`src/rtl/icr_pkg.sv`:
```
// Shared types and constants of the index run coalescer.
`timescale 1ns / 1ps

package icr_pkg;

  localparam int unsigned IDX_W           = 32;
  localparam int unsigned LEN_W           = 33;
  localparam int unsigned MAX_INDICES_DEF = 64;
  localparam logic [IDX_W-1:0] GAP_RESET  = IDX_W'(256);

  // Operation applied to every cell of the chain at once.
  typedef enum logic [1:0] {
    OP_HOLD,
    OP_INSERT,
    OP_SHIFT
  } cell_op_e;

  // What a cell shows to its neighbors.
  typedef struct packed {
    logic             vld;
    logic             gt;
    logic [IDX_W-1:0] val;
  } cell_link_t;

endpackage

```
`src/rtl/icr_if.sv`:
```


interface icr_out_if import icr_pkg::*; ();
  logic             valid;
  logic             ready;
  logic [IDX_W-1:0] run_start;
  logic [LEN_W-1:0] run_length;
  logic             last_run;
  logic             overflow;

  modport source (output valid, output run_start, output run_length, output last_run,
                  output overflow, input ready);
  modport sink   (input valid, input run_start, input run_length, input last_run,
                  input overflow, output ready);
endinterface

```
`src/rtl/icr_run.sv`:
```
// Run builder: merges popped sorted indices into runs and holds the output register.
`timescale 1ns / 1ps

module icr_run import icr_pkg::*; (
  input  logic             clk_i,
  input  logic             rst_ni,
  input  logic [IDX_W-1:0] gap_i,
  input  logic             ovf_i,
  input  logic             pop_i,
  input  logic [IDX_W-1:0] pop_val_i,
  input  logic             pop_last_i,
  output logic             ready_o,
  output logic             done_o,
  icr_out_if.source        out_o
);

  logic             have_q, pend_q, out_vld_q;
  logic [IDX_W-1:0] first_q, last_q;
  logic [IDX_W-1:0] start_q;
  logic [LEN_W-1:0] len_q;
  logic             last_run_q, ovf_q;
  logic             slot_free, brk, emit_final, emit_mid;
  logic [LEN_W-1:0] cur_len;

  assign slot_free  = !out_vld_q || out_o.ready;
  assign ready_o    = slot_free && !pend_q;
  assign brk        = have_q && ((pop_val_i - last_q) > gap_i);
  assign emit_final = slot_free && pend_q;
  assign emit_mid   = ready_o && pop_i && brk;
  assign done_o     = emit_final;
  assign cur_len    = {1'b0, last_q} - {1'b0, first_q} + LEN_W'(1);

  always_ff @(posedge clk_i or negedge rst_ni) begin
    if (!rst_ni) begin
      have_q    <= 1'b0;
      pend_q    <= 1'b0;
      out_vld_q <= 1'b0;
    end else begin
      if (emit_final || emit_mid) begin
        out_vld_q <= 1'b1;
      end else if (out_o.ready) begin
        out_vld_q <= 1'b0;
      end
      if (emit_final) begin
        pend_q <= 1'b0;
        have_q <= 1'b0;
      end else if (ready_o && pop_i) begin
        have_q <= 1'b1;
        pend_q <= pop_last_i;
      end
    end
  end

  always_ff @(posedge clk_i) begin
    if (ready_o && pop_i) begin
      last_q <= pop_val_i;
      if (!have_q || brk) begin
        first_q <= pop_val_i;
      end
    end
    if (emit_final || emit_mid) begin
      start_q    <= first_q;
      len_q      <= cur_len;
      last_run_q <= emit_final;
      ovf_q      <= ovf_i;
    end
  end

  assign out_o.valid      = out_vld_q;
  assign out_o.run_start  = start_q;
  assign out_o.run_length = len_q;
  assign out_o.last_run   = last_run_q;
  assign out_o.overflow   = ovf_q;

endmodule

```
`src/flat_wrapper.sv`:
```
// flat-port wrapper written by rule: the top's interface ports become plain ports
module icr_run_flat import icr_pkg::*;
  (clk_i, rst_ni, gap_i, ovf_i, pop_i, pop_val_i, pop_last_i, ready_o, done_o, out_o_valid, out_o_run_start, out_o_run_length, out_o_last_run, out_o_overflow, out_o_ready);
  icr_out_if out_o_i ();
  input  logic clk_i;
  input  logic rst_ni;
  input  logic [IDX_W-1:0] gap_i;
  input  logic ovf_i;
  input  logic pop_i;
  input  logic [IDX_W-1:0] pop_val_i;
  input  logic pop_last_i;
  output logic ready_o;
  output logic done_o;
  output wire logic [$bits(out_o_i.valid)-1:0] out_o_valid;
  output wire logic [$bits(out_o_i.run_start)-1:0] out_o_run_start;
  output wire logic [$bits(out_o_i.run_length)-1:0] out_o_run_length;
  output wire logic [$bits(out_o_i.last_run)-1:0] out_o_last_run;
  output wire logic [$bits(out_o_i.overflow)-1:0] out_o_overflow;
  input wire logic [$bits(out_o_i.ready)-1:0] out_o_ready;
  assign out_o_valid = out_o_i.valid;
  assign out_o_run_start = out_o_i.run_start;
  assign out_o_run_length = out_o_i.run_length;
  assign out_o_last_run = out_o_i.last_run;
  assign out_o_overflow = out_o_i.overflow;
  assign out_o_i.ready = out_o_ready;
  icr_run u_core (.clk_i(clk_i), .rst_ni(rst_ni), .gap_i(gap_i), .ovf_i(ovf_i), .pop_i(pop_i), .pop_val_i(pop_val_i), .pop_last_i(pop_last_i), .ready_o(ready_o), .done_o(done_o), .out_o(out_o_i));
endmodule
```
`config.mk`:
```
export PLATFORM = sky130hd
export DESIGN_NAME = icr_run_flat
export DESIGN_NICKNAME = d
export VERILOG_FILES = /design/src/rtl/icr_pkg.sv /design/src/rtl/icr_if.sv /design/src/rtl/icr_run.sv /design/src/flat_wrapper.sv
export SDC_FILE = /design/constraint.sdc
export NUM_CORES = 1
export LEC_CHECK = 0
export ABC_CLOCK_PERIOD_IN_PS = 12400
export BUFFER_PORTS_ARGS = -buffer_cell sky130_fd_sc_hd__buf_4
export CORE_UTILIZATION = 50
export CTS_BUF_LIST = sky130_fd_sc_hd__clkbuf_8
export CTS_CLUSTER_SIZE = 40
export DETAILED_ROUTE_END_ITERATION = 12
export PLACE_DENSITY_LB_ADDON = 0.05
export RECOVER_POWER = 25
export SLEW_MARGIN = 15
export SYNTH_ARGS = -nofsm -noshare
export SYNTH_HDL_FRONTEND = slang
export SYNTH_SLANG_ARGS = --single-unit
```
`constraint.sdc`:
```
create_clock -name clk_i -period 12.4 [get_ports clk_i]
set_clock_uncertainty 0.15 [all_clocks]
set_input_delay 3.1 -clock clk_i [delete_from_list [all_inputs] [get_ports clk_i]]
set_output_delay 3.1 -clock clk_i [all_outputs]
set_load 0.03 [all_outputs]
```
== Yosys cells after proc, flatten, opt, wreduce, memory -nomap -nowiden ==
Cells that the tools add are included.
Storage, ports and cells
  memories: 0
  register bits: 134
  latch bits: 0
  bits of input ports: 70
  bits in writable memories: 0
  memory bits (read-only): 0
  output and inout bits: 70
  word-level logic and storage cells: 33
Cells by class
  eq/ne operators: 0
  bitwise logic cells: 0
  $add $sub $neg: 3
  mux-type cells: 6
  reduce and logical (&&, ||, !) cells: 14
  divide/modulo/power cells: 0
  $lt $le $gt $ge: 1
  multipliers: 0
  shift-type cells: 0
Operator list (number)
  33-bit by 1-bit adder with 33-bit output (second input constant): 1
  32-bit by 32-bit subtractor with 33-bit output: 1
  32-bit greater-than comparator: 1
  32-bit subtractor: 1
  1-bit 2-to-1 mux: 6
  1-bit logical AND: 5
  2-bit nonzero test: 2
  1-bit logical NOT: 3
  1-bit logical OR: 3
  2-bit AND reduction: 1

== Logic depth before layout (Yosys ltp) ==
  depth in word-level cells: 7
  gate-level depth with buffers: 21
  mapped depth without buffers: 21

== Least setup slack after synthesis ==
Ideal clock, no wire load.
  kind: input port to flip-flop
  from: in pop_val_i[0]
  to: reg u_core.last_run_q, in the netlist u_core.out_o.last_run (enable)
  library setup time: 0.584 ns
  stages: 19
  required time: 11.666 ns
  path slack: 0.565 ns
  arrival: 11.101 ns
  buffers on the path: 0
  cell sequence: inv_1 ha_1 inv_1 fa_1 a21o_1 a31oi_1 o21ai_1 a31oi_2 a2111oi_1 a211o_1 a221oi_2 xnor2_1 ha_1 nand4_1 or3_1 nor2_1 a21oi_1 a31o_2 o21ai_0
Between the ends
  word-level cells in the longest chain between the ends: 5
RTL lines
  start: declaration: RTL line flat_wrapper.sv:10  | input logic [IDX_W-1:0] pop_val_i;
  32-bit subtractor: RTL line icr_run.sv:27  | assign brk = have_q && ((pop_val_i - last_q) > gap_i);
  32-bit greater-than comparator: RTL line icr_run.sv:27
  1-bit logical AND: RTL line icr_run.sv:27
  1-bit logical AND: RTL line icr_run.sv:29  | assign emit_mid = ready_o && pop_i && brk;
  1-bit logical OR: RTL line icr_run.sv:61  | if (emit_final || emit_mid) begin
  end signal: assignment: RTL line icr_run.sv:64  | last_run_q <= emit_final;
  end: declaration: RTL line icr_run.sv:21  | logic last_run_q, ovf_q;
Every way passes these cells.
A chain may end at the register's enable or synchronous reset.

== Worst setup path in the final report ==
  from: in pop_val_i[0]
  to: reg u_core.start_q[15], in the netlist u_core.out_o.run_start[15] (enable)
Between the ends
  word-level cells in the longest chain between the ends: 5
RTL lines
  32-bit subtractor: RTL line icr_run.sv:27
  32-bit greater-than comparator: RTL line icr_run.sv:27
  1-bit logical AND: RTL line icr_run.sv:27
  1-bit logical AND: RTL line icr_run.sv:29
  1-bit logical OR: RTL line icr_run.sv:61
  end signal: assignment: RTL line icr_run.sv:62  | start_q <= first_q;
  end: declaration: RTL line icr_run.sv:19  | logic [IDX_W-1:0] start_q;
Every way passes these cells.

==> flow_summary.yaml <==
cells_and_area:
  nFillCells: 1452
  diodes: 0
  seq_area_um2: 4009
  nets: 1163
  area_growth_pct: 19.27
  drive_above_1_share: 0.1697
  fin_cells: 1203
  multi_input_area_um2: 4332
  finalInstanceArea_um2: 10500
synthesis:
  synthesis.nets: 1014
  syn_avg_cell_area_um2: 10.79
  synth_edf_count: 131
  synth_top_area_share: 0.4467
  synth-async-reset-ratio: 0.02239
  synth_top_cells_by_area: "edfxtp_1, ha_1, inv_1"
  synth_flop_cell: "edfxtp_1"
  ys_seq_elements: 134
  ys_warn_count: 0
  synth_cell_types: 61
  seq_area_frac_synth: 0.4552
  synthesis.area_um2: 8806
  postSynthCellCount: 816
  yosysTopAreaCell: "edfxtp_1"
power:
  combPwrFrac: 0.471
  intPower_uw: 1258
  p_sw_frac: 0.3887
  power_switching_uw: 799.9
  irDropWorstVdd_uv: 107.0
  power_frac_seq: 0.341
  cellPowerDensity_nw_per_um2: 196.0
  p_total_uw: 2058
  p_leak_uw: 0.004892
  p_clk_frac: 0.189
clock_tree:
  holdBufCountCts: 0
  htreeDepth: 4
  cts_resized: 0
  cts_setup_buffers: 0
  cts_tree: "built"
  clkLatencyLatePin_ns: 0.44
  cts_root_buf: "clkbuf_8"
  cts_buffers: 17
  clk_pin_slew_ns: 0.08
  clk_path_buf_depth: 2
  cts_sinks: 134
place:
  hpwlAfterDp_mm: 14.74
  gp_congestion: 0.9114
  placed_cell_area_um2: 10130
  dp.cells: 1170
  io_buffers: 139
detailed_routing:
  drt_iter0_markers: 402
  wire_per_inst_um: 15.88
  drc_errors: 0
  vias: 6533
  drt_wl_total_mm: 19.11
  ant_nets: 0
  vias_per_cell: 5.431
  drt_first_pass_iters: 5
global_route:
  grt_max_degree: 68
  grt_overflow_total: 0
  grt_pass1_vias: 6353
  antenna_found_initial: 0
  grtUsageTotal: 0.2215
  grt_pass1_wl_mm: 30.97
worst_hold_path:
  holdPathStages: 0
  hp-start: "u_core.first_q[2]$_DFFE_PP_"
  min_path_type: "flip-flop to flip-flop"
die:
  top_level_ports: 140
  rows: 48
  die_height_um: 134.7
  start_util: 0.5109
  coreArea_um2: 17240
  die_area_um2: 18150
  die_w_um: 134.7
timing:
  fin_crit_sh: 0.6310
  rsz0062_at_grt: "false"
  maxSlewHeadroom: 0.4226
  max_clock_freq_ghz: 0.1278
  finalCriticalPeriod_ns: 7.824
  tns_ns: 0
  whs_ns: 0.3087
  drv_slew: 0
  worst_pin_slew_ns: 0.8660
  hold_viol_final: 0
  setup_violations: 0
critical_path:
  path_depth: 21
  r2r_cells: 19
  end_kind: "flip-flop"
  cp-startpoint: "pop_val_i[0]"
  ff2ff_setup_slack_ns: 7.03
  worstSetupPathType: "primary input to flip-flop"
  crit_required_ns: 12.31
  worstPathArrival_ns: 7.74
  cp_cell_sequence: "clkbuf_1 -> inv_1 -> ha_1 -> inv_1 -> fa_1 -> a21o_1 -> a31oi_1 -> o21ai_1 -> a31oi_2 -> a2111oi_1 -> a211o_1 -> a221oi_2 -> xnor2_1 -> ha_1 -> nand4_1 -> or3_1 -> nor2_1 -> a21oi_1 -> a31o_2 -> o21ai_4 -> buf_4"
  slowest_stage: "buf_4"
  r2r_start: "u_core.last_q[0]$_DFFE_PP_"
  cpPeakStageDelay_ns: 0.67
  crit_fanout: 67
  cp-start-kind: "primary input"
  crit_family: "compound AO/OA/AOI/OAI gates"
  path_buf_inv: 4
run:
  drv_cap: 0
status:
  status: "finished, final reports clean"
-- sequential cells by signal (all words and copies together), names as in the netlist --
| signal | flops |
|---|---|
| u_core.last_q | 32 |
| u_core.have_q | 1 |
| u_core.first_q | 32 |
| u_core.pend_q | 1 |
| u_core.out_o.run_start | 32 |
| u_core.out_o.run_length | 33 |
| u_core.out_o.valid | 1 |
| u_core.out_o.overflow | 1 |
| u_core.out_o.last_run | 1 |
-- worst reg2reg max path: cells and delay by family (launching register included) --
family / cells / cell delay, ns
xor gates and xnor gates: 1 / 0.10
and+or+nand+nor: 3 / 0.64
DFF: 1 / 0.36
AOI/OAI and AO/OA: 10 / 2.10
adders and majority gates: 3 / 0.85
buffers and inverters: 2 / 0.73
-- cell type report --
type                       instances  share of cell area
clock buffer                      17             0.02228
clock inverter                    15             0.01763
inverter                         116             0.04146
multi-input combinational        553              0.4124
sequential                       134              0.3817
tap                              225             0.02680
timing repair buffer             143             0.09769
-- worst paths after layout --
path | end
setup reg to reg | u_core.out_o.run_start[15]$_DFFE_PP_
max in group asynchronous | u_core.have_q$_DFFE_PN0P_
setup / recovery | u_core.out_o.run_start[15]$_DFFE_PP_
hold reg to reg | u_core.out_o.run_start[2]$_DFFE_PP_
min in group asynchronous | u_core.pend_q$_DFFE_PN0P_
hold / removal | u_core.out_o.run_start[2]$_DFFE_PP_
-- metrics by stage --
step / setup WS, ns / utilization
2_1_floorplan: 0.5648 / -
3_3_place_gp: 4.090 / 0.5875
3_5_place_dp: 3.939 / 0.5875
4_1_cts: 4.420 / 0.6119
5_1_grt: 4.204 / 0.6093
6_report: 4.576 / 0.6093
-- cells in the mapped netlist, types with 2 or more instances --
| cell | n |
|---|---|
| a31o_1 | 2 |
| nand4_1 | 13 |
| a21oi_2 | 2 |
| fa_1 | 2 |
| a221o_1 | 2 |
| nand2b_1 | 5 |
| edfxtp_1 | 131 |
| a21boi_0 | 2 |
| or4b_1 | 2 |
| a211oi_1 | 2 |
| o31ai_1 | 2 |
| o311ai_1 | 2 |
| nor2_1 | 34 |
| inv_1 | 115 |
| o31a_1 | 2 |
| nand3_1 | 11 |
| nand2_1 | 50 |
| a221oi_2 | 3 |
| nor2b_1 | 8 |
| ha_1 | 126 |
| o21a_1 | 15 |
| o21ai_0 | 31 |
| o21ai_1 | 9 |
| a31o_2 | 2 |
| and4_1 | 2 |
| clkbuf_1 | 13 |
| xnor2_1 | 35 |
| dfrtp_1 | 3 |
| and2_1 | 5 |
| a21o_1 | 46 |
| a31oi_1 | 13 |
| nor3_1 | 4 |
| a41oi_1 | 3 |
| and3_1 | 3 |
| o21bai_1 | 5 |
| xor2_1 | 20 |
| a21oi_1 | 64 |
| o211ai_1 | 4 |
-- layout by cell type, fill, tap and decap left out, types with 3 or more instances in the layout --
cell type	count
and3_1	3
o21ai_0	32
a31oi_1	13
nor2_1	34
clkinvlp_4	3
nor3_1	4
a41oi_1	3
dfrtp_1	3
o211ai_1	4
nand4_1	13
nand3_1	11
inv_1	116
xor2_1	20
a21oi_1	65
and2_1	5
a21o_1	46
ha_1	126
nor2b_1	8
xnor2_1	35
o21ai_1	7
buf_4	123
o21bai_1	5
bufinv_16	4
clkbuf_1	18
a221oi_2	3
clkinv_1	4
clkbuf_8	17
edfxtp_1	131
o21a_1	15
nand2_1	50
nand2b_1	5
-- logic make-up (layout without fill, tap and decap cells) --
kind of cell	Yosys count	after routing	share of synthesized area
fa+ha+maj	128	128	0.1836
xor+xnor	55	55	0.05470
mux	1	1	0.001137
flops	134	134	0.4552
buf+inv	129	291	0.05499
compound gates	229	229	0.1752
simple gates	140	140	0.07517
-- routing by layer --
| metal | routed length, µm | up-vias | GRT usage |
|---|---|---|---|
| li1 | - | 3266 | - |
| met1 | 9015 | 3003 | 0.3058 |
| met2 | 8497 | 228 | 0.3353 |
| met3 | 1121 | 36 | 0.05180 |
| met4 | 472 | 0 | 0.09051 |
| met5 | 0 | - | 0 |
-- power by group through the flow --
stage	sequential, µW	combinational (µW)	clock, µW
global route	712	1060	414
floorplan	859	541	0
finish	701	969	388
CTS	703	965	398
global placement	708	936	0
detailed placement	711	957	0
Note: power is estimated with default switching activity, not from simulation.
