===== src/rtl/icr_pkg.sv =====
// Shared types and constants of the index run coalescer.
`timescale 1ns / 1ps

package icr_pkg;

  localparam int unsigned IDX_W           = 32;
  localparam int unsigned LEN_W           = 33;
  localparam int unsigned MAX_INDICES_DEF = 64;
  localparam logic [IDX_W-1:0] GAP_RESET  = IDX_W'(256);

  // Operation applied to every cell of the chain at once.
  typedef enum logic [1:0] {
    OP_HOLD,
    OP_INSERT,
    OP_SHIFT
  } cell_op_e;

  // What a cell shows to its neighbors.
  typedef struct packed {
    logic             vld;
    logic             gt;
    logic [IDX_W-1:0] val;
  } cell_link_t;

endpackage


===== src/rtl/icr_cell.sv =====
// One cell of the sorted chain: holds one index and its valid bit.
`timescale 1ns / 1ps

module icr_cell import icr_pkg::*; (
  input  logic             clk_i,
  input  logic             rst_ni,
  input  cell_op_e         op_i,
  input  logic [IDX_W-1:0] idx_i,
  input  cell_link_t       prev_i,
  input  cell_link_t       next_i,
  output cell_link_t       link_o,
  output logic             eq_o
);

  logic             vld_q;
  logic [IDX_W-1:0] val_q;
  logic             gt;

  // An empty cell counts as larger than any index.
  always_comb begin
    gt     = !vld_q || (val_q > idx_i);
    eq_o   = vld_q && (val_q == idx_i);
    link_o = '{vld: vld_q, gt: gt, val: val_q};
  end

  always_ff @(posedge clk_i or negedge rst_ni) begin
    if (!rst_ni) begin
      vld_q <= 1'b0;
    end else begin
      unique case (op_i)
        OP_INSERT: if (gt) begin
          vld_q <= prev_i.vld;
        end
        OP_SHIFT:  vld_q <= next_i.vld;
        default:   vld_q <= vld_q;
      endcase
    end
  end

  // Cells above the new index move up by one; the boundary cell takes the index.
  always_ff @(posedge clk_i) begin
    unique case (op_i)
      OP_INSERT: if (gt) begin
        val_q <= prev_i.gt ? prev_i.val : idx_i;
      end
      OP_SHIFT:  val_q <= next_i.val;
      default:   val_q <= val_q;
    endcase
  end

endmodule


===== config.mk =====
export PLATFORM = sky130hd
export DESIGN_NAME = icr_cell
export DESIGN_NICKNAME = d
export VERILOG_FILES = /design/src/rtl/icr_pkg.sv /design/src/rtl/icr_cell.sv
export SDC_FILE = /design/constraint.sdc
export NUM_CORES = 1
export LEC_CHECK = 0
export BUFFER_PORTS_ARGS = -buffer_cell sky130_fd_sc_hd__buf_2
export CAP_MARGIN = 0
export CORE_MARGIN = 2
export CORE_UTILIZATION = 45
export CTS_CLUSTER_DIAMETER = 40
export DETAILED_ROUTE_END_ITERATION = 8
export PLACE_DENSITY = 0.82
export REMOVE_ABC_BUFFERS = 1
export SYNTH_ARGS = -nofsm -noshare
export SYNTH_HDL_FRONTEND = slang
export SYNTH_SLANG_ARGS = --single-unit

===== constraint.sdc =====
create_clock -name clk_i -period 8.2 [get_ports clk_i]
set_clock_uncertainty 0.05 [all_clocks]
set_input_delay 0.41 -clock clk_i [delete_from_list [all_inputs] [get_ports clk_i]]
set_output_delay 0.41 -clock clk_i [all_outputs]
set_load 0.01 [all_outputs]

=== Word level (Yosys, flattened, before mapping) ===
Index checks and enable logic that the tools add are counted.

* $lt $le $gt $ge: 1
* Equality and inequality tests: 4
* Mux-type cells: 5
* Reduce and logical (&&, ||, !) cells: 5

{| class="wikitable"
|+ Operators with widths
! operator !! count
|-
| $mux W32 || 2
|-
| $pmux W32 S2 || 1
|-
| $eq A32 B32 Y1 || 1
|-
| $gt A32 B32 Y1 || 1
|-
| $eq A2 B1 Y1 const B || 1
|-
| $eq A2 B2 Y1 const B || 1
|-
| $ne A2 B2 Y1 const B || 1
|-
| $pmux W1 S2 || 1
|-
| $reduce_and A2 Y1 || 1
|-
| $reduce_bool A2 Y1 || 1
|-
| $logic_and A1 B1 Y1 || 1
|-
| $logic_not A1 Y1 || 1
|-
| $logic_or A1 B1 Y1 || 1
|-
| $mux W1 || 1
|}

* Register bits after elaboration: 33
* Bits of input ports: 104
* Output and inout bits: 35
* Word-level logic and storage cells: 17

=== Depth between registers and ports, before layout ===
Gate-level depths: netlist of run 1.

* Word-level depth: 4
* Mapped depth: 9
* Mapped depth without buffers: 8

=== Worst setup path after synthesis of run 1 ===
Ideal clock, no wire load.

* Path kind: reg2reg
* Start point: register val_q[27]
* End point: register val_q[0], enable pin
* Setup time: 433 ps
* Data arrival time: 3,178 ps
* Required time: 7,717 ps
* Path slack: 4,539 ps
* Stages on the path, launching flop included: 8
* Buffers on the path: 0
* Period minus slack after synthesis: 3,661 ps
* Path through: edfxtp_1 ha_1 nand4_1 nor3_1 nor4b_4 and3_2 or3b_1 o22ai_1

* Longest elaborated chain between the ends: 4

{| class="wikitable"
|+ RTL lines
! item !! RTL line !! RTL
|-
| start: declaration || icr_cell.sv:16 || <nowiki>logic [IDX_W-1:0] val_q;</nowiki>
|-
| start signal: assignment || icr_cell.sv:44 || <nowiki>val_q <= prev_i.gt ? prev_i.val : idx_i;</nowiki>
|-
| start signal: assignment || icr_cell.sv:46 || <nowiki>OP_SHIFT: val_q <= next_i.val;</nowiki>
|-
| start signal: assignment || icr_cell.sv:47 || <nowiki>default: val_q <= val_q;</nowiki>
|-
| $gt A32 B32 Y1 || icr_cell.sv:21 || <nowiki>gt = !vld_q || (val_q > idx_i);</nowiki>
|-
| $logic_or A1 B1 Y1 || icr_cell.sv:21 ||
|-
| $ne A2 B2 Y1 (no line) || n/a ||
|-
| $reduce_and A2 Y1 (no line) || n/a ||
|}

Every way passes these cells.
A chain may end at the register's enable or synchronous reset.

=== Worst setup path after layout of run 1 ===
* Start point: register val_q[23]
* End point: register val_q[18], enable pin

The elaborated chain is that of the path after synthesis.

==> results of run 1 <==
==> state kept, by name, summed over array words and instances, names as in the netlist <==
register and count:
val_q 32, vld_q 1
==> per-stage QoR <==
step	power (mW)	setup slack (ns)	util, %	instances	hold slack, ns
floorplan	0.298	4.54	-	259	0.0644
global placement	0.360	4.95	59.8	468	0.135
detailed placement	0.366	4.94	59.8	468	0.139
CTS	0.484	5.08	61.4	477	0.348
global route	0.514	4.91	61.4	477	0.353
finish	0.479	5.19	61.4	477	0.348
==> logic make-up (layout without fill, tap and decap cells) <==
logic type      count (synthesis)  count (layout)  share of synthesized area [%]
compound gates                 63              63                           13.9
buf+inv                        49             182                           7.69
simple gates                   63              63                           11.7
fa+ha+maj                      32              32                           15.7
flops                          33              33                           38.6
mux                            32              32                           12.5
==> worst paths after layout <==
kind,startpoint,endpoint,slack [ns],cells past startpoint
worst max-delay path,val_q[23],val_q[18],5.19,7
worst min-delay path,next_i[27],val_q[27],0.35,3
worst max register to register,val_q[23],val_q[18],5.19,7
worst min register to register,vld_q,vld_q,0.65,3
max in group asynchronous,rst_ni,vld_q,7.61,2
min in group asynchronous,rst_ni,vld_q,0.40,2
==> layer usage <==
layer	track usage (%)	share of wire, %	up-vias	routed length [um]
met4	4.66	1.1	0	66
met2	37.2	52	78	3210
met1	24.9	42	1062	2580
met3	4.55	5.8	8	363
li1	-	-	1232	-
met5	0	0	-	0
==> critical path, cell delays in order (launching register included) <==
cell	delay, ns
edfxtp_1	0.39
ha_1	0.31
nand2_1	0.12
o21ai_0	0.21
a211oi_1	0.07
o311ai_0	0.44
a21oi_1	0.18
o22ai_4	0.85
==> cell type report <==
cell class	count	area [um^2]	area share [%]
clock buffers	8	80.1	2.37
multi-input cells	190	1390	41.2
flip-flops and latches	33	986	29.2
inverters	36	135	4.00
repair buffers	138	696	20.6
well taps	72	90.1	2.66
==> layout by cell type, fill, tap and decap left out, drive strengths merged <==
cell / instances
buf: 137
nand2: 41
o21ai: 38
inv: 36
mux2i: 32
ha: 32
edfxtp: 32
a21oi: 15
clkbuf: 8
nand4: 5
nor2: 5
nand3: 3
nor2b: 3
nor3: 3
nor4b: 1
o21a: 1
a221oi: 1
o221ai: 1
a211oi: 1
o311ai: 1
and3: 1
or3b: 1
o22ai: 1
a32oi: 1
a22o: 1
a31oi: 1
a21o: 1
dlygate4sd3: 1
dfrtp: 1
==> timing repair <==
action / CTS / global route
hold endpoints to repair: 1 / 0
hold buffers: 1 / 0
gates resized for setup: 0 / 0
==> where the power goes <==
| part | switching, mW | internal (mW) | total (mW) | leakage, nW |
|---|---|---|---|---|
| clock network | 0.0574 | 0.0603 | 0.118 | 0.0395 |
| logic | 0.0779 | 0.0656 | 0.144 | 1.38 |
| registers | 0.00957 | 0.208 | 0.218 | 0.321 |
==> results.json, run 1 <==
{
  "yosysMostFrequentCell": "nand2_1",
  "synth_edf_count": 32,
  "report.final.slew_viol_count": 0,
  "grt_pass1_wl_um": 10200,
  "clk_pin_slew_ns": 0.07,
  "ys_warn_count": 0,
  "finalHoldViolations": 0,
  "placed_cell_area_um2": 3290,
  "gp_congestion": 0.698,
  "nNetsFinal": 540,
  "crit_fanout": 32,
  "netlist_area_um2": 2550,
  "clock-sinks": 33,
  "rsz0062_at_grt": "no",
  "grt_usage_pct": 20.6,
  "synth_top_cell_by_area": "edfxtp_1",
  "hpwl_um": 4950,
  "ys_top_cells_by_count": "41 x nand2_1, 37 x o21ai_0, 36 x inv_1",
  "areaGrowthSynthToFinish_pct": 32.3,
  "fin_crit_ns": 3.01,
  "grt-ovfl-total": 0,
  "grt_max_degree": 66,
  "synth_top_area_share_pct": 37.6,
  "vias": 2380,
  "crit_arrival_ns": 2.86,
  "leakagePower_nw": 1.74,
  "cts_tree": "built",
  "cts_made_buffers": 5,
  "start_kind": "flop",
  "cts_max_path_buffers": 2,
  "fmax_ghz": 0.332,
  "diodes": 0,
  "io_buffers": 137,
  "hp-class": "primary input to flop",
  "htree_num_levels": 2,
  "drive_gt1_share_pct": 36.8,
  "synth_area_per_cell_um2": 9.39,
  "num-fill-cells": 475,
  "maxSlewHeadroom_pct": 21.7,
  "critPathCaptureType": "flop",
  "drv_cap": 0,
  "die_area_um2": 6300,
  "status": "finished clean",
  "async_reset_ff_share_pct": 3.03,
  "core_region_area_um2": 5510,
  "grt_antenna_before_repair": 0,
  "route.detailed.drc": 0,
  "synth.distinct_cells": 32,
  "antenna_left": 0,
  "ir_drop_mv": 0.0828,
  "fin_crit_sh_pct": 36.7,
  "die_h_um": 79.4,
  "start_util_pct": 46.4,
  "synth.yosys.seq_area_share_pct": 38.6,
  "first_iter_violations": 76,
  "die_x_um": 79.4,
  "drt_wl_total_um": 6220,
  "via_per_inst": 4.99,
  "path_class": "flop to flop",
  "p_per_area_nw_per_um2": 142,
  "post_cts_buffers": 0,
  "worst_skew_pair.late_latency_ns": 0.28,
  "setup_viol": 0,
  "syn_inst": 272,
  "pin_count": 139,
  "grt_pass1_vias": 2333,
  "design_area_um2": 3380,
  "synth.ff_latch_count": 33,
  "rows": 27,
  "drt_pre_antenna_iters": 4,
  "tns_ns": 0,
  "avgRoutedWirePerCell_um": 13.0,
  "ys_top_cells_by_area": "edfxtp_1 38%, ha_1 16%, mux2i_1 13%",
  "cts-root-buf": "clkbuf_8",
  "worstMarginPinSlew_ns": 1.17,
  "cp.required_ns": 8.05,
  "synth-main-ff-cell": "edfxtp_1"
}
Power figures use the tool's default switching activity.
==> inputs of run 2 (changes only) <==
- ABC_AREA: not set -> 1
- CORE_UTILIZATION: 45 -> 41
- PLACE_DENSITY: 0.82 -> 0.78
- clock period: 8.2 -> 2.7 ns (I/O delays scaled with it)
==> run 2 against run 1 <==
  * Register-to-register slack lost 4.6 ns
  * Area after synthesis grew 2.5%
  * Hold slack lost 0.26 ns
  * Largest cell class unchanged
  * Clock power grew to 2.9 times the previous value
  * Largest power group unchanged
  * Sequential cell count is the same
  * First-iteration DRC count grew 12%
  * Final area grew 1.6%
  * Non-clock buffer count grew 4
  * Critical path type unchanged
  * Die area grew 12%
==> results.json, run 2 <==
{
  "status": "finished clean",
  "clock-sinks": 33,
  "start_kind": "flop",
  "via_per_inst": 4.91,
  "start_util_pct": 41.7,
  "finalHoldViolations": 0,
  "fin_crit_sh_pct": 79.6,
  "synth_top_area_share_pct": 36.7,
  "die_x_um": 83.9,
  "grt_pass1_wl_um": 10800,
  "reg2regPathDepth": 10,
  "crit_fanout": 17,
  "clk_pin_slew_ns": 0.07,
  "cp_cell_sequence": "ha_1, nand2_1, nor2_2, nand4_1, nor2_2, nand2_2, nand2_2, nand3_2, nand2_2, buf_4",
  "ir_drop_mv": 0.248,
  "hp-class": "primary input to flop",
  "synth-main-ff-cell": "edfxtp_1",
  "grt_max_degree": 64,
  "hpwl_um": 5000,
  "synth_top_cell_by_area": "edfxtp_1",
  "use_met3_pct": 4.06,
  "cts_made_buffers": 5,
  "antenna_left": 0,
  "synth_top_family_by_area": "compound AO/OA/AOI/OAI gates",
  "synth_edf_count": 32,
  "synth-compound-area-share_pct": 21.3,
  "grt_antenna_before_repair": 0,
  "pin_count": 139,
  "drt_pre_antenna_iters": 4,
  "netlist_area_um2": 2620,
  "cts_max_path_buffers": 2,
  "setup_viol": 0,
  "rsz0062_at_grt": "no",
  "drive_gt1_share_pct": 36.5,
  "path_buf_inv": 1,
  "reg2reg_slack_ns": 0.55,
  "synth_area_per_cell_um2": 8.65,
  "syn_inst": 303,
  "largestRegisters": "val_q x32, vld_q x1",
  "p_per_area_nw_per_um2": 424,
  "synth-xor-area-share_pct": 0,
  "async_reset_ff_share_pct": 3.03,
  "largest_register": "val_q",
  "cp.required_ns": 2.62,
  "rows": 29,
  "worstMarginPinSlew_ns": 1.02,
  "num-fill-cells": 596,
  "yosysMostFrequentCell": "nand2_1",
  "die_h_um": 83.9,
  "min_to": "val_q[18]",
  "slowest_delay_ns": 0.40,
  "core_region_area_um2": 6280,
  "ys_top_cells_by_area": "edfxtp_1 37%, ha_1 15%, nand2_1 10%",
  "grtUsageMet1_pct": 23.9,
  "maxSlewHeadroom_pct": 31.9,
  "timing.rr.start": "val_q[23]",
  "die_area_um2": 7050,
  "gp_congestion": 0.781,
  "grt_pass1_vias": 2523,
  "io_buffers": 137,
  "min_from": "next_i[18]",
  "grt_usage_pct": 18.4,
  "nNetsFinal": 572,
  "slowest_stage": "edfxtp_1",
  "cts-root-buf": "clkbuf_8",
  "synth.yosys.seq_area_share_pct": 37.6,
  "fin_hold_ws_ns": 0.0886,
  "leakagePower_nw": 1.75,
  "yosys.area_share.adder_pct": 15.3,
  "grt_most_used_layer": "met2",
  "synthSimpleGateAreaFrac_pct": 15.9,
  "vias": 2520,
  "ys_warn_count": 0,
  "areaGrowthSynthToFinish_pct": 31.1,
  "critPathCaptureType": "flop",
  "avgRoutedWirePerCell_um": 12.3,
  "crit_top_cell": "nand2_2",
  "worst_skew_pair.late_latency_ns": 0.28,
  "drv_cap": 0,
  "first_iter_violations": 85,
  "path_class": "flop to flop",
  "cp_top_family": "simple AND/OR/NAND/NOR gates",
  "ys_top_cells_by_count": "70 x nand2_1, 42 x inv_1, 32 x edfxtp_1, 32 x ha_1",
  "htree_num_levels": 2,
  "holdPathStages": 2,
  "grt_util_met2_pct": 31.7,
  "drt_wl_total_um": 6320,
  "tns_ns": 0,
  "fmax_ghz": 0.465,
  "final_common_cell": "buf_2",
  "grt-ovfl-total": 0,
  "synth.distinct_cells": 27,
  "r2r_end": "val_q[17]",
  "final_cell_mix": "137 x buf_2, 69 x nand2_1, 42 x inv_1, 32 x ha_1, 32 x edfxtp_1",
  "cts_tree": "built",
  "synth.ff_latch_count": 33,
  "report.final.slew_viol_count": 0,
  "route.detailed.drc": 0,
  "largest_reg_flops": 32,
  "fin_crit_ns": 2.15,
  "synth.area.mux_share_pct": 0.430,
  "crit_arrival_ns": 2.07,
  "diodes": 0
}
[run 2: kinds of logic after synthesis]
logic type,Yosys count
AND/OR/NAND/NOR,99
adder cells (fa/ha/maj),32
multiplexers,1
AO/OA/AOI/OAI,78
buffers and inverters,60
flip-flops,33
[run 2: per-layer routing]
layer | part of all wire (%) | vias up
met5 | 0 | -
li1 | - | 1311
met4 | 1.2 | 0
met2 | 47 | 88
met1 | 45 | 1112
met3 | 6.4 | 9
[run 2: how the worst max path moves through the flow]
stage	startpoint	to	slack (ns)	cells past startpoint
after CTS	val_q[23]	val_q[6]	0.52	10
after global placement	val_q[23]	val_q[27]	0.56	10
after floorplan	op_i[0]	val_q[0]	0.28	3
after detailed placement	val_q[23]	val_q[27]	0.52	10
after global routing	val_q[23]	val_q[26]	0.37	10
final	val_q[23]	val_q[17]	0.55	10
[run 2: timing repair]
item / in CTS / in global routing
endpoints found under the hold margin: 1 / 0
resized for setup: 0 / 0
hold buffers: 1 / 0
buffers inserted: 0 / 0
[run 2: metrics by stage]
stage | utilization [%] | std cells | instance area, um^2 | setup slack, ns | power [mW]
after global routing | 54.7 | 513 | 3440 | 0.370 | 1.56
after detailed placement | 53.4 | 505 | 3350 | 0.522 | 1.12
after global placement | 53.4 | 505 | 3350 | 0.556 | 1.11
after floorplan | - | 287 | 2530 | 0.277 | 0.925
final | 54.7 | 513 | 3440 | 0.551 | 1.46
after CTS | 54.7 | 513 | 3440 | 0.520 | 1.48
[run 2: cell type report]
type | count | area, um^2 | area share [%]
clock inverters | 1 | 3.75 | 0.109
multi-input cells | 210 | 1390 | 40.3
clock buffers | 6 | 72.6 | 2.11
inverters | 44 | 165 | 4.81
flip-flops and latches | 33 | 986 | 28.7
well taps | 77 | 96.3 | 2.80
repair buffers | 142 | 726 | 21.1
[run 2: report_power, final]
group / total, mW / internal, mW / switching (mW)
registers: 0.657 / 0.630 / 0.0279
clock network: 0.346 / 0.174 / 0.173
logic: 0.452 / 0.210 / 0.242
total: 1.46 / 1.01 / 0.443
